--- config.mk ---
export PLATFORM = sky130hd
export DESIGN_NAME = sprite_cull_clip_blit_descriptor_unit
export DESIGN_NICKNAME = d
export VERILOG_FILES = /design/src/scbd_pkg.sv /design/src/scbd_cfg_regs.sv /design/src/scbd_datapath.sv /design/src/sprite_cull_clip_blit_descriptor_unit.sv
export SDC_FILE = /design/constraint.sdc
export NUM_CORES = 1
export LEC_CHECK = 0
export ABC_AREA = 1
export BUFFER_PORTS_ARGS = -buffer_cell sky130_fd_sc_hd__buf_4
export CAP_MARGIN = 30
export CORE_ASPECT_RATIO = 1.5
export CORE_MARGIN = 2
export CORE_UTILIZATION = 48
export CTS_CLUSTER_SIZE = 14
export DETAILED_ROUTE_END_ITERATION = 7
export PLACE_DENSITY = 0.76
export RECOVER_POWER = 50
export SETUP_SLACK_MARGIN = 0.02
export SLEW_MARGIN = 20
export SYNTH_ARGS = -nofsm -noshare
export SYNTH_HDL_FRONTEND = slang
export SYNTH_SLANG_ARGS = --single-unit
--- constraint.sdc ---
create_clock -name clk -period 14.55 [get_ports clk]
set_input_delay 1.455 -clock clk [delete_from_list [all_inputs] [get_ports clk]]
set_output_delay 1.455 -clock clk [all_outputs]
set_load 0.03 [all_outputs]
--- src/scbd_pkg.sv ---
package scbd_pkg;

    // Configuration register indexes
    localparam logic [2:0] CFG_VIEW_LEFT   = 3'd0;
    localparam logic [2:0] CFG_VIEW_RIGHT  = 3'd1;
    localparam logic [2:0] CFG_VIEW_TOP    = 3'd2;
    localparam logic [2:0] CFG_VIEW_BOTTOM = 3'd3;
    localparam logic [2:0] CFG_VIEW_ROWS   = 3'd4;
    localparam logic [2:0] CFG_DEST_BASE   = 3'd5;
    localparam logic [2:0] CFG_DEST_SEG    = 3'd6;

    // Register reset values
    localparam logic [15:0] VIEW_LEFT_RST   = 16'd0;
    localparam logic [15:0] VIEW_RIGHT_RST  = 16'd40;
    localparam logic [15:0] VIEW_TOP_RST    = 16'd0;
    localparam logic [15:0] VIEW_BOTTOM_RST = 16'd200;
    localparam logic [15:0] VIEW_ROWS_RST   = 16'd200;
    localparam logic [15:0] DEST_BASE_RST   = 16'd0;
    localparam logic [15:0] DEST_SEG_RST    = 16'd0;

    // Byte pitch between destination rows
    localparam logic [15:0] ROW_PITCH = 16'd40;
    // Upper bound (exclusive) on rows for the clip verdict
    localparam logic signed [15:0] CLIP_ROW_LIMIT = 16'sd100;
    // Rounding bias and mask for snapping x to a cell
    localparam logic [15:0] SNAP_BIAS = 16'd4;
    localparam logic [15:0] SNAP_MASK = 16'hfff8;

    typedef struct packed {
        logic [15:0] view_left;
        logic [15:0] view_right;
        logic [15:0] view_top;
        logic [15:0] view_bottom;
        logic [15:0] view_rows;
        logic [15:0] dest_base_offset;
        logic [15:0] dest_segment;
    } view_cfg_t;

    typedef struct packed {
        logic               visible;
        logic               right_anchor;
        logic               snap_to_cell;
        logic signed [15:0] pos_x;
        logic signed [15:0] pos_y;
        logic signed [15:0] hot_x;
        logic signed [15:0] hot_y;
        logic [15:0]        sprite_width;
        logic signed [15:0] sprite_height;
        logic [15:0]        src_base_offset;
        logic [15:0]        src_segment;
    } sprite_in_t;

    typedef struct packed {
        logic        drawn;
        logic [15:0] src_offset;
        logic [15:0] src_seg_out;
        logic [15:0] dst_offset;
        logic [15:0] dst_seg_out;
        logic [7:0]  full_cols;
        logic [15:0] cols_drawn;
        logic [15:0] rows_drawn;
        logic [2:0]  sub_shift;
        logic [1:0]  clip_flags;
        logic        clip_nonempty;
    } blit_desc_t;

endpackage

--- src/scbd_cfg_regs.sv ---
module scbd_cfg_regs (
    input  logic              clk,
    input  logic              rst_n,
    input  logic              cfg_we,
    input  logic [2:0]        cfg_index,
    input  logic [15:0]       cfg_data,
    output scbd_pkg::view_cfg_t cfg
);

    scbd_pkg::view_cfg_t cfg_reg;
    scbd_pkg::view_cfg_t cfg_next;

    // Register write decode; unknown indexes are dropped
    always_comb
    begin
        cfg_next = cfg_reg;
        if (cfg_we)
        begin
            case (cfg_index)
                scbd_pkg::CFG_VIEW_LEFT:   cfg_next.view_left        = cfg_data;
                scbd_pkg::CFG_VIEW_RIGHT:  cfg_next.view_right       = cfg_data;
                scbd_pkg::CFG_VIEW_TOP:    cfg_next.view_top         = cfg_data;
                scbd_pkg::CFG_VIEW_BOTTOM: cfg_next.view_bottom      = cfg_data;
                scbd_pkg::CFG_VIEW_ROWS:   cfg_next.view_rows        = cfg_data;
                scbd_pkg::CFG_DEST_BASE:   cfg_next.dest_base_offset = cfg_data;
                scbd_pkg::CFG_DEST_SEG:    cfg_next.dest_segment     = cfg_data;
                default:                   cfg_next = cfg_reg;
            endcase
        end
    end

    always_ff @(posedge clk or negedge rst_n)
    begin
        if (!rst_n)
        begin
            cfg_reg.view_left        <= scbd_pkg::VIEW_LEFT_RST;
            cfg_reg.view_right       <= scbd_pkg::VIEW_RIGHT_RST;
            cfg_reg.view_top         <= scbd_pkg::VIEW_TOP_RST;
            cfg_reg.view_bottom      <= scbd_pkg::VIEW_BOTTOM_RST;
            cfg_reg.view_rows        <= scbd_pkg::VIEW_ROWS_RST;
            cfg_reg.dest_base_offset <= scbd_pkg::DEST_BASE_RST;
            cfg_reg.dest_segment     <= scbd_pkg::DEST_SEG_RST;
        end
        else
        begin
            cfg_reg <= cfg_next;
        end
    end

    assign cfg = cfg_reg;

endmodule

--- src/scbd_datapath.sv ---
module scbd_datapath (
    input  scbd_pkg::sprite_in_t item,
    input  scbd_pkg::view_cfg_t  cfg,
    output scbd_pkg::blit_desc_t desc
);

    logic [15:0] width_w;
    logic [15:0] half_w;
    logic [15:0] x_raw;
    logic [15:0] x_snap;
    logic [15:0] x_pix;
    logic [15:0] col;
    logic [15:0] row;
    logic [15:0] edge_col;
    logic [15:0] bot_row;
    logic        in_view;

    logic [15:0] lm_raw;
    logic [15:0] lmarg;
    logic [15:0] lskip;
    logic [15:0] rmarg;
    logic [15:0] rdiff;
    logic        right_clip;
    logic [15:0] cols_fit;
    logic [15:0] cols;

    logic [15:0] tm_raw;
    logic [15:0] tmarg;
    logic [15:0] tskip;
    logic [15:0] vspan;
    logic [15:0] vdiff;
    logic        bottom_clip;
    logic [15:0] rows;

    logic [15:0] row_sum;
    logic [15:0] rowbase;
    logic [15:0] dst;
    logic [15:0] skip_bytes;
    logic [15:0] src_add;
    logic        nonempty;

    assign width_w = item.sprite_width;
    assign half_w  = {1'b0, width_w[15:1]};

    // Pixel x: left anchored, or mirrored from the right edge, then optional cell snap
    assign x_raw  = item.right_anchor
                  ? 16'(item.pos_x - {width_w[13:0], 2'b00} + item.hot_x)
                  : 16'(item.pos_x - item.hot_x);
    assign x_snap = 16'(x_raw + scbd_pkg::SNAP_BIAS) & scbd_pkg::SNAP_MASK;
    assign x_pix  = item.snap_to_cell ? x_snap : x_raw;
    assign col    = {{3{x_pix[15]}}, x_pix[15:3]};
    assign row    = 16'(item.pos_y - item.hot_y);

    // Cull against the view
    assign edge_col = 16'(col + half_w);
    assign bot_row  = 16'(row + item.sprite_height);
    assign in_view  = ($signed(row) < $signed(cfg.view_bottom))
                   && ($signed(col) < $signed(cfg.view_right))
                   && !edge_col[15]
                   && ($signed(cfg.view_left) <= $signed(edge_col))
                   && !bot_row[15]
                   && ($signed(cfg.view_top) <= $signed(bot_row));

    // Horizontal clip
    assign lm_raw     = 16'(cfg.view_left - col);
    assign lmarg      = lm_raw[15] ? 16'd0 : lm_raw;
    assign lskip      = lm_raw[15] ? 16'(-lm_raw) : 16'd0;
    assign rmarg      = 16'(cfg.view_right - col);
    assign rdiff      = 16'(rmarg - 16'(half_w + 16'd1));
    assign right_clip = rmarg[15] | rdiff[15];
    assign cols_fit   = 16'(half_w - lmarg);
    assign cols       = right_clip ? 16'(cfg.view_right - lmarg - col)
                      : (cols_fit[15] ? 16'd0 : cols_fit);

    // Vertical clip
    assign tm_raw      = 16'(cfg.view_top - row);
    assign tmarg       = tm_raw[15] ? 16'd0 : tm_raw;
    assign tskip       = tm_raw[15] ? 16'(-tm_raw) : 16'd0;
    assign vspan       = 16'(cfg.view_top + cfg.view_rows - row);
    assign vdiff       = 16'(vspan - item.sprite_height);
    assign bottom_clip = vspan[15] | vdiff[15];
    assign rows        = bottom_clip
                       ? 16'(cfg.view_top - tmarg + cfg.view_rows - row)
                       : 16'(item.sprite_height - tmarg);

    // Destination: row base from the low byte of the first drawn row
    assign row_sum = 16'(tskip + cfg.view_top);
    assign rowbase = 16'({8'd0, row_sum[7:0]} * scbd_pkg::ROW_PITCH);
    assign dst     = 16'(rowbase + cfg.dest_base_offset + lskip + cfg.view_left);

    // Source: skipped top rows (8-bit by 8-bit) plus skipped left cells
    assign skip_bytes = 16'({8'd0, tmarg[7:0]} * {8'd0, width_w[6:0], 1'b0});
    assign src_add    = 16'(skip_bytes + {lmarg[13:0], 2'b00});

    assign nonempty = ($signed(cols) > 16'sd0) && ($signed(rows) > 16'sd0)
                   && ($signed(rows) < scbd_pkg::CLIP_ROW_LIMIT);

    // Hidden or culled sprites give an all-zero descriptor
    always_comb
    begin
        desc = '0;
        if (item.visible && in_view)
        begin
            desc.drawn         = 1'b1;
            desc.src_offset    = 16'(item.src_base_offset + src_add);
            desc.src_seg_out   = item.src_segment;
            desc.dst_offset    = dst;
            desc.dst_seg_out   = cfg.dest_segment;
            desc.full_cols     = half_w[7:0];
            desc.cols_drawn    = cols;
            desc.rows_drawn    = rows;
            desc.sub_shift     = x_pix[2:0];
            desc.clip_flags    = {lmarg != 16'd0, right_clip};
            desc.clip_nonempty = nonempty;
        end
    end

endmodule

--- src/sprite_cull_clip_blit_descriptor_unit.sv ---
// Timing: a sprite record is taken into the input register; its descriptor is computed
// combinationally in a single pass and loaded into the result register, which drives
// out_data, once the result register is empty or its transfer completes.
// Throughput: one record per cycle while the result register is free to move.
// Reset: rst_n clears both valid flags and loads the view registers with their defaults;
// records in flight are dropped.
module sprite_cull_clip_blit_descriptor_unit (
    input  logic                  clk,
    input  logic                  rst_n,
    input  logic                  in_valid,
    output logic                  in_stall,
    input  scbd_pkg::sprite_in_t  in_data,
    output logic                  out_valid,
    input  logic                  out_stall,
    output scbd_pkg::blit_desc_t  out_data,
    input  logic                  cfg_we,
    input  logic [2:0]            cfg_index,
    input  logic [15:0]           cfg_data
);

    scbd_pkg::view_cfg_t  cfg;
    scbd_pkg::sprite_in_t in_data_reg;
    logic                 in_valid_reg;
    scbd_pkg::blit_desc_t out_data_reg;
    scbd_pkg::blit_desc_t out_data_next;
    logic                 out_valid_reg;
    logic                 advance;
    logic                 in_take;

    scbd_cfg_regs u_cfg_regs (
        .clk       (clk),
        .rst_n     (rst_n),
        .cfg_we    (cfg_we),
        .cfg_index (cfg_index),
        .cfg_data  (cfg_data),
        .cfg       (cfg)
    );

    scbd_datapath u_datapath (
        .item (in_data_reg),
        .cfg  (cfg),
        .desc (out_data_next)
    );

    // Result register moves when empty or when its transfer completes
    assign advance  = !out_valid_reg || !out_stall;
    assign in_stall = in_valid_reg && !advance;
    assign in_take  = in_valid && !in_stall;

    // Valid flags
    always_ff @(posedge clk or negedge rst_n)
    begin
        if (!rst_n)
        begin
            in_valid_reg  <= 1'b0;
            out_valid_reg <= 1'b0;
        end
        else
        begin
            if (!in_stall)
            begin
                in_valid_reg <= in_valid;
            end
            if (advance)
            begin
                out_valid_reg <= in_valid_reg;
            end
        end
    end

    // Payload registers
    always_ff @(posedge clk)
    begin
        if (in_take)
        begin
            in_data_reg <= in_data;
        end
        if (advance && in_valid_reg)
        begin
            out_data_reg <= out_data_next;
        end
    end

    assign out_valid = out_valid_reg;
    assign out_data  = out_data_reg;

endmodule

==> flow_summary_export.csv, run 1 <==
group,metric,value,unit
floorplan,die_h,318,µm
setup_path,crit_type,"reg2reg",
sta,report.final.slew_viol_count,231,
layout,area_growth_syn_to_layout,13.6,%
routing,drc,0,
floorplan,rows,115,
routing,firstDrtPassIters,6,
floorplan,dieArea,67700,µm²
yosys,yosysSeqAreaShare,0.322,
layout,final_nets,4745,
clock_tree,cts_hold_repair.buffers,0,
clock_tree,cts_max_path_buffers,3,
routing,dr_total_vias,26068,
yosys,ys.flop_type,"edfxtp_1",
global_routing,antenna_found_initial,0,
global_routing,grt_pass1_vias,26272,
yosys,netlist_area,31500,µm²
yosys,netlist_instances,3786,
global_routing,grt-ovfl-total,0,
setup_path,crit_path_max_fanout,16,
global_routing,grt_max_degree,73,
setup_path,cpPeakStageDelay,0.54,ns
yosys,synth.distinct_cells,56,
floorplan,dieWidth,213,µm
yosys,syn_area_per_cell,8.31,µm²
setup_path,startpoint_type,"register",
sta,setup_violations,0,
sta,rsz0062_at_grt,"false",
yosys,yosysWarnings,0,
status,status,"finished, violations left",
worst_hold_path,hold_class,"reg2reg",
clock_tree,htree_levels,2,
status,violations,"capacitance limit, slew limit",
yosys,synth-edff-count,242,
yosys,yosys-top-cells-count,"inv_1, nand2_1, ha_1",
yosys,async_flop_share,0.320,
yosys,synth_top_area_share,0.231,
layout,drive_gt1_frac,0.0989,
clock_tree,cts_tree,"built",
yosys,synth.net_count,4467,
yosys,yosysTopAreaCell,"edfxtp_1",
place,port_buffers,267,
floorplan,start_util,0.483,
setup_path,crit_family,"adder cells",
yosys,ys_seq_elements,356,
place,gp_congestion,1.00,
sta,setup_tns,0,ns
sta,worst_pin_slew,3.27,ns
layout,largest_register_ffs,131,
layout,stdcell_area,35800,µm²
routing,drt_wl_total,89600,µm
place,place_area,34500,µm²
sta,fmax,0.0922,GHz
setup_path,crit_top_cell,"inv_1",
sta,fin_crit,10.84,ns
sta,hold_viol,0,
setup_path,arrival,11.20,ns
clock_tree,clk_pin_slew_worst_paths,0.08,ns
routing,drt-initial-drc-count,1429,
clock_tree,clk-insertion-delay-late,0.60,ns
setup_path,end_kind,"register",
clock_tree,cts_root_buf,"clkbuf_16",
sta,post-route-period-util,0.745,
yosys,synth_most_common_cell,"inv_1",
clock_tree,post_cts_resized,0,
setup_path,path_buf_inv,11,
routing,ant_nets,0,
global_routing,grt_pass1_wl,139000,µm
routing,via_per_inst,5.24,
setup_path,critPathSlowestCell,"fa_1",
floorplan,core-area,65200,µm²
layout,antenna_cells,0,
clock_tree,postCtsSetupRepairBufs,0,
setup_path,worst_ep_required_time,14.91,ns
yosys,synth_area_leaders,"edfxtp_1, ha_1, fa_1",
global_routing,grtUsageTotal,0.268,
flow_run,maxCapViolCount,4,
clock_tree,cts_buffers,39,
floorplan,io_pins,268,
routing,wl_per_cell,18.0,µm
place,place_hpwl,73300,µm
sta,skew,0.0174,ns
sta,maxSlewHeadroom,-1.19,
clock_tree,clock-sinks,356,
tightest hold or removal path, stage by stage, from the launching register on:
cell and delay [ns]:
dfrtp_1 0.34, nand2_1 0.05, o21ai_0 0.06
cells in the final DEF (no fill, tap or decap), drive strengths merged, types with 6 or more instances in the layout:
cell type	synthesis	final
inv	800	806
nand2	666	666
ha	375	375
nor2	297	297
a21oi	262	262
edfxtp	242	242
o21ai	220	220
clkbuf	29	191
nand3	173	173
fa	151	151
xor2	142	142
buf	19	139
dfrtp	106	106
xnor2	52	52
o21bai	35	35
nand4	35	35
nor3	31	31
nand3b	20	20
a31oi	15	15
a21o	14	14
clkinv	4	13
or2	12	12
o211ai	11	11
nor3b	11	11
nor4	9	9
o31ai	8	8
dfstp	8	8
a211oi	7	7
clkinvlp	0	7
and2	6	6
cell type report:
type | count | area (µm²)
flip-flops and latches | 356 | 10100
clock buffers | 45 | 998
fillers | 6043 | 29400
clock inverters | 27 | 302
well taps | 877 | 1100
inverters | 804 | 3020
multi-input cells | 2578 | 18100
repair buffers | 285 | 2080
worst paths after layout:
| path | depth (start not counted) | end | start | slack (ns) |
|---|---|---|---|---|
| worst max-delay path | 56 | out_data[109] | in_data_reg[96] | 3.71 |
| worst min-delay path | 2 | u_cfg_regs.cfg[6] | u_cfg_regs.cfg[6] | 0.49 |
| worst max register to register | 56 | out_data[109] | in_data_reg[96] | 3.71 |
| worst min register to register | 2 | u_cfg_regs.cfg[6] | u_cfg_regs.cfg[6] | 0.49 |
| max in group asynchronous | 2 | u_cfg_regs.cfg[80] | rst_n | 8.55 |
| min in group asynchronous | 1 | u_cfg_regs.cfg[7] | rst_n | 1.88 |
cells by family (layout without fill, tap and decap cells):
group | Yosys count | in the layout | share of synthesized area
xor gates and xnor gates | 194 | 194 | 0.0542
adders and majority gates | 526 | 526 | 0.245
and+or+nand+nor | 1260 | 1260 | 0.171
buffers and inverters | 852 | 1161 | 0.103
DFF | 356 | 356 | 0.322
muxes | 1 | 1 | 0.000318
AOI/OAI and AO/OA | 597 | 597 | 0.105
routing by layer:
metal  GRT usage  share of wire  up-vias
met5           0              0        -
met4       0.211          0.094        0
met3      0.0364          0.053      301
met2       0.465           0.49      784
met1       0.292           0.36    12199
li1            -              -    12784
through the flow:
step           worst slack (ns)  instances   util  hold WS (ns)
2_1_floorplan              4.85       3786      -         0.433
3_3_place_gp               3.90       4891  0.529         0.466
3_5_place_dp               3.71       4892  0.529         0.474
4_1_cts                    3.69       4964  0.549         0.489
5_1_grt                    3.02       4972  0.549         0.511
6_report                   3.71       4972  0.549         0.486
Power of run 1 is not shown: default switching activity piles up to over one toggle a cycle in this logic, so the estimate is an artifact.
==> run 2, diff against run 1 <==
- clock period: 14.55 -> 10 ns (I/O delays scaled with it)
==> flow_summary_export.csv, run 2 (synthesis gave the netlist of run 1 again) <==
group,metric,value,unit
clock_tree,cts_max_path_buffers,3,
clock_tree,clk-insertion-delay-late,0.60,ns
routing,firstDrtPassIters,8,
sta,rsz0062_at_grt,"true",
clock_tree,htree_levels,2,
setup_path,crit_family,"adder cells",
sta,setup_violations,0,
sta,report.final.slew_viol_count,223,
clock_tree,cts_buffers,40,
clock_tree,cts_hold_repair.buffers,0,
layout,largest_register_ffs,131,
setup_path,path_buf_inv,12,
layout,layout_common_cells,"inv_1, nand2_1, ha_1, nor2_1, a21oi_1",
setup_path,arrival,10.01,ns
layout,area_growth_syn_to_layout,16.9,%
setup_path,reg2reg_slack,0.33,ns
routing,drt_wl_total,91500,µm
global_routing,grt_pass1_wl,140000,µm
sta,holdWs,0.457,ns
place,gp_congestion,1.01,
status,violations,"capacitance limit, slew limit",
floorplan,dieArea,67700,µm²
setup_path,crit_type,"reg2reg",
place,place_hpwl,74400,µm
sta,skew,0.0343,ns
setup_path,crit_top_cell,"inv_2",
routing,wl_per_cell,18.1,µm
floorplan,rows,115,
routing,via_per_inst,5.20,
setup_path,startpoint_type,"register",
floorplan,core-area,65200,µm²
layout,final_nets,4838,
setup_path,end_kind,"register",
clock_tree,cts_root_buf,"clkbuf_16",
floorplan,start_util,0.483,
setup_path,worst_ep_required_time,10.34,ns
sta,post-route-period-util,0.967,
global_routing,antenna_found_initial,1,
routing,drc,0,
clock_tree,cts_tree,"built",
sta,hold_viol,0,
clock_tree,clock-sinks,356,
routing,drt-initial-drc-count,1507,
global_routing,grt_max_degree,105,
worst_hold_path,hold_class,"in2async",
global_routing,grtUsageTotal,0.272,
floorplan,dieWidth,213,µm
sta,fin_crit,9.67,ns
routing,dr_total_vias,26342,
clock_tree,clk_pin_slew_worst_paths,0.07,ns
sta,maxSlewHeadroom,-1.30,
layout,drive_gt1_frac,0.134,
setup_path,cpPeakStageDelay,0.55,ns
global_routing,grt_pass1_vias,26246,
sta,worst_pin_slew,3.43,ns
sta,setup_tns,0,ns
sta,fmax,0.103,GHz
place,port_buffers,267,
floorplan,die_h,318,µm
layout,layout_commonest_cell,"inv_1",
routing,ant_nets,0,
setup_path,crit_path_max_fanout,7,
flow_run,maxCapViolCount,4,
global_routing,grt-ovfl-total,0,
layout,finish.utilization,0.565,
status,status,"finished, violations left",
floorplan,io_pins,268,
setup_path,critPathSlowestCell,"fa_1",
run 2: cell types whose count changed in the layout (fill, tap and decap cells not counted), moves of 12 or more:
cell / delta
buf_4: +89
a21oi_1: -15
a21oi_2: +15
inv_1: -13
ha_1: -12
inv_2: +12
run 2: final timing paths:
path,from,cells past startpoint,endpoint
worst max-delay path,in_data_reg[96],57,out_data[109]
worst min-delay path,rst_n,1,u_cfg_regs.cfg[2]
worst max register to register,in_data_reg[96],57,out_data[109]
worst min register to register,u_cfg_regs.cfg[4],2,u_cfg_regs.cfg[4]
max in group asynchronous,rst_n,3,u_cfg_regs.cfg[21]
min in group clk,u_cfg_regs.cfg[4],2,u_cfg_regs.cfg[4]
run 2: repair_timing:
item / in CTS / in global routing
setup endpoints to repair: 1 / 11
cloned: 0 / 0
pin swaps: 0 / 58
buffers inserted: 0 / 9
gates resized for setup: 1 / 83
run 2: through the flow:
stage / std cells / cell area (µm²) / worst slack, ns
after floorplan: 3786 / 31500 / 0.301
after global placement: 4974 / 35100 / 0.250
after detailed placement: 4975 / 35100 / 0.0273
after CTS: 5045 / 36400 / 0.0259
after global routing: 5063 / 36800 / -0.227
final: 5063 / 36800 / 0.334
run 2: layout make-up:
class | instances | area [µm²]
fillers | 5925 | 28400
multi-input cells | 2578 | 18500
flip-flops and latches | 356 | 10100
inverters | 804 | 3020
repair buffers | 377 | 2850
well taps | 877 | 1100
clock buffers | 50 | 1070
clock inverters | 20 | 169
diodes | 1 | 2.50
run 2: per-layer routing:
layer | part of all wire | GRT usage
met1 | 0.37 | 0.291
met2 | 0.51 | 0.485
met3 | 0.044 | 0.0372
met4 | 0.082 | 0.195
met5 | 0 | 0
run 2: worst reg2reg max path, delay by kind of cell, from the launching register on:
family	cells	cell delay, ns
AOI/OAI and AO/OA	19	2.29
DFF	1	0.37
xor gates and xnor gates	3	0.52
and+or+nand+nor	13	1.41
buffers and inverters	12	0.77
adders and majority gates	10	4.02
Power of run 2 is left out for the same reason.
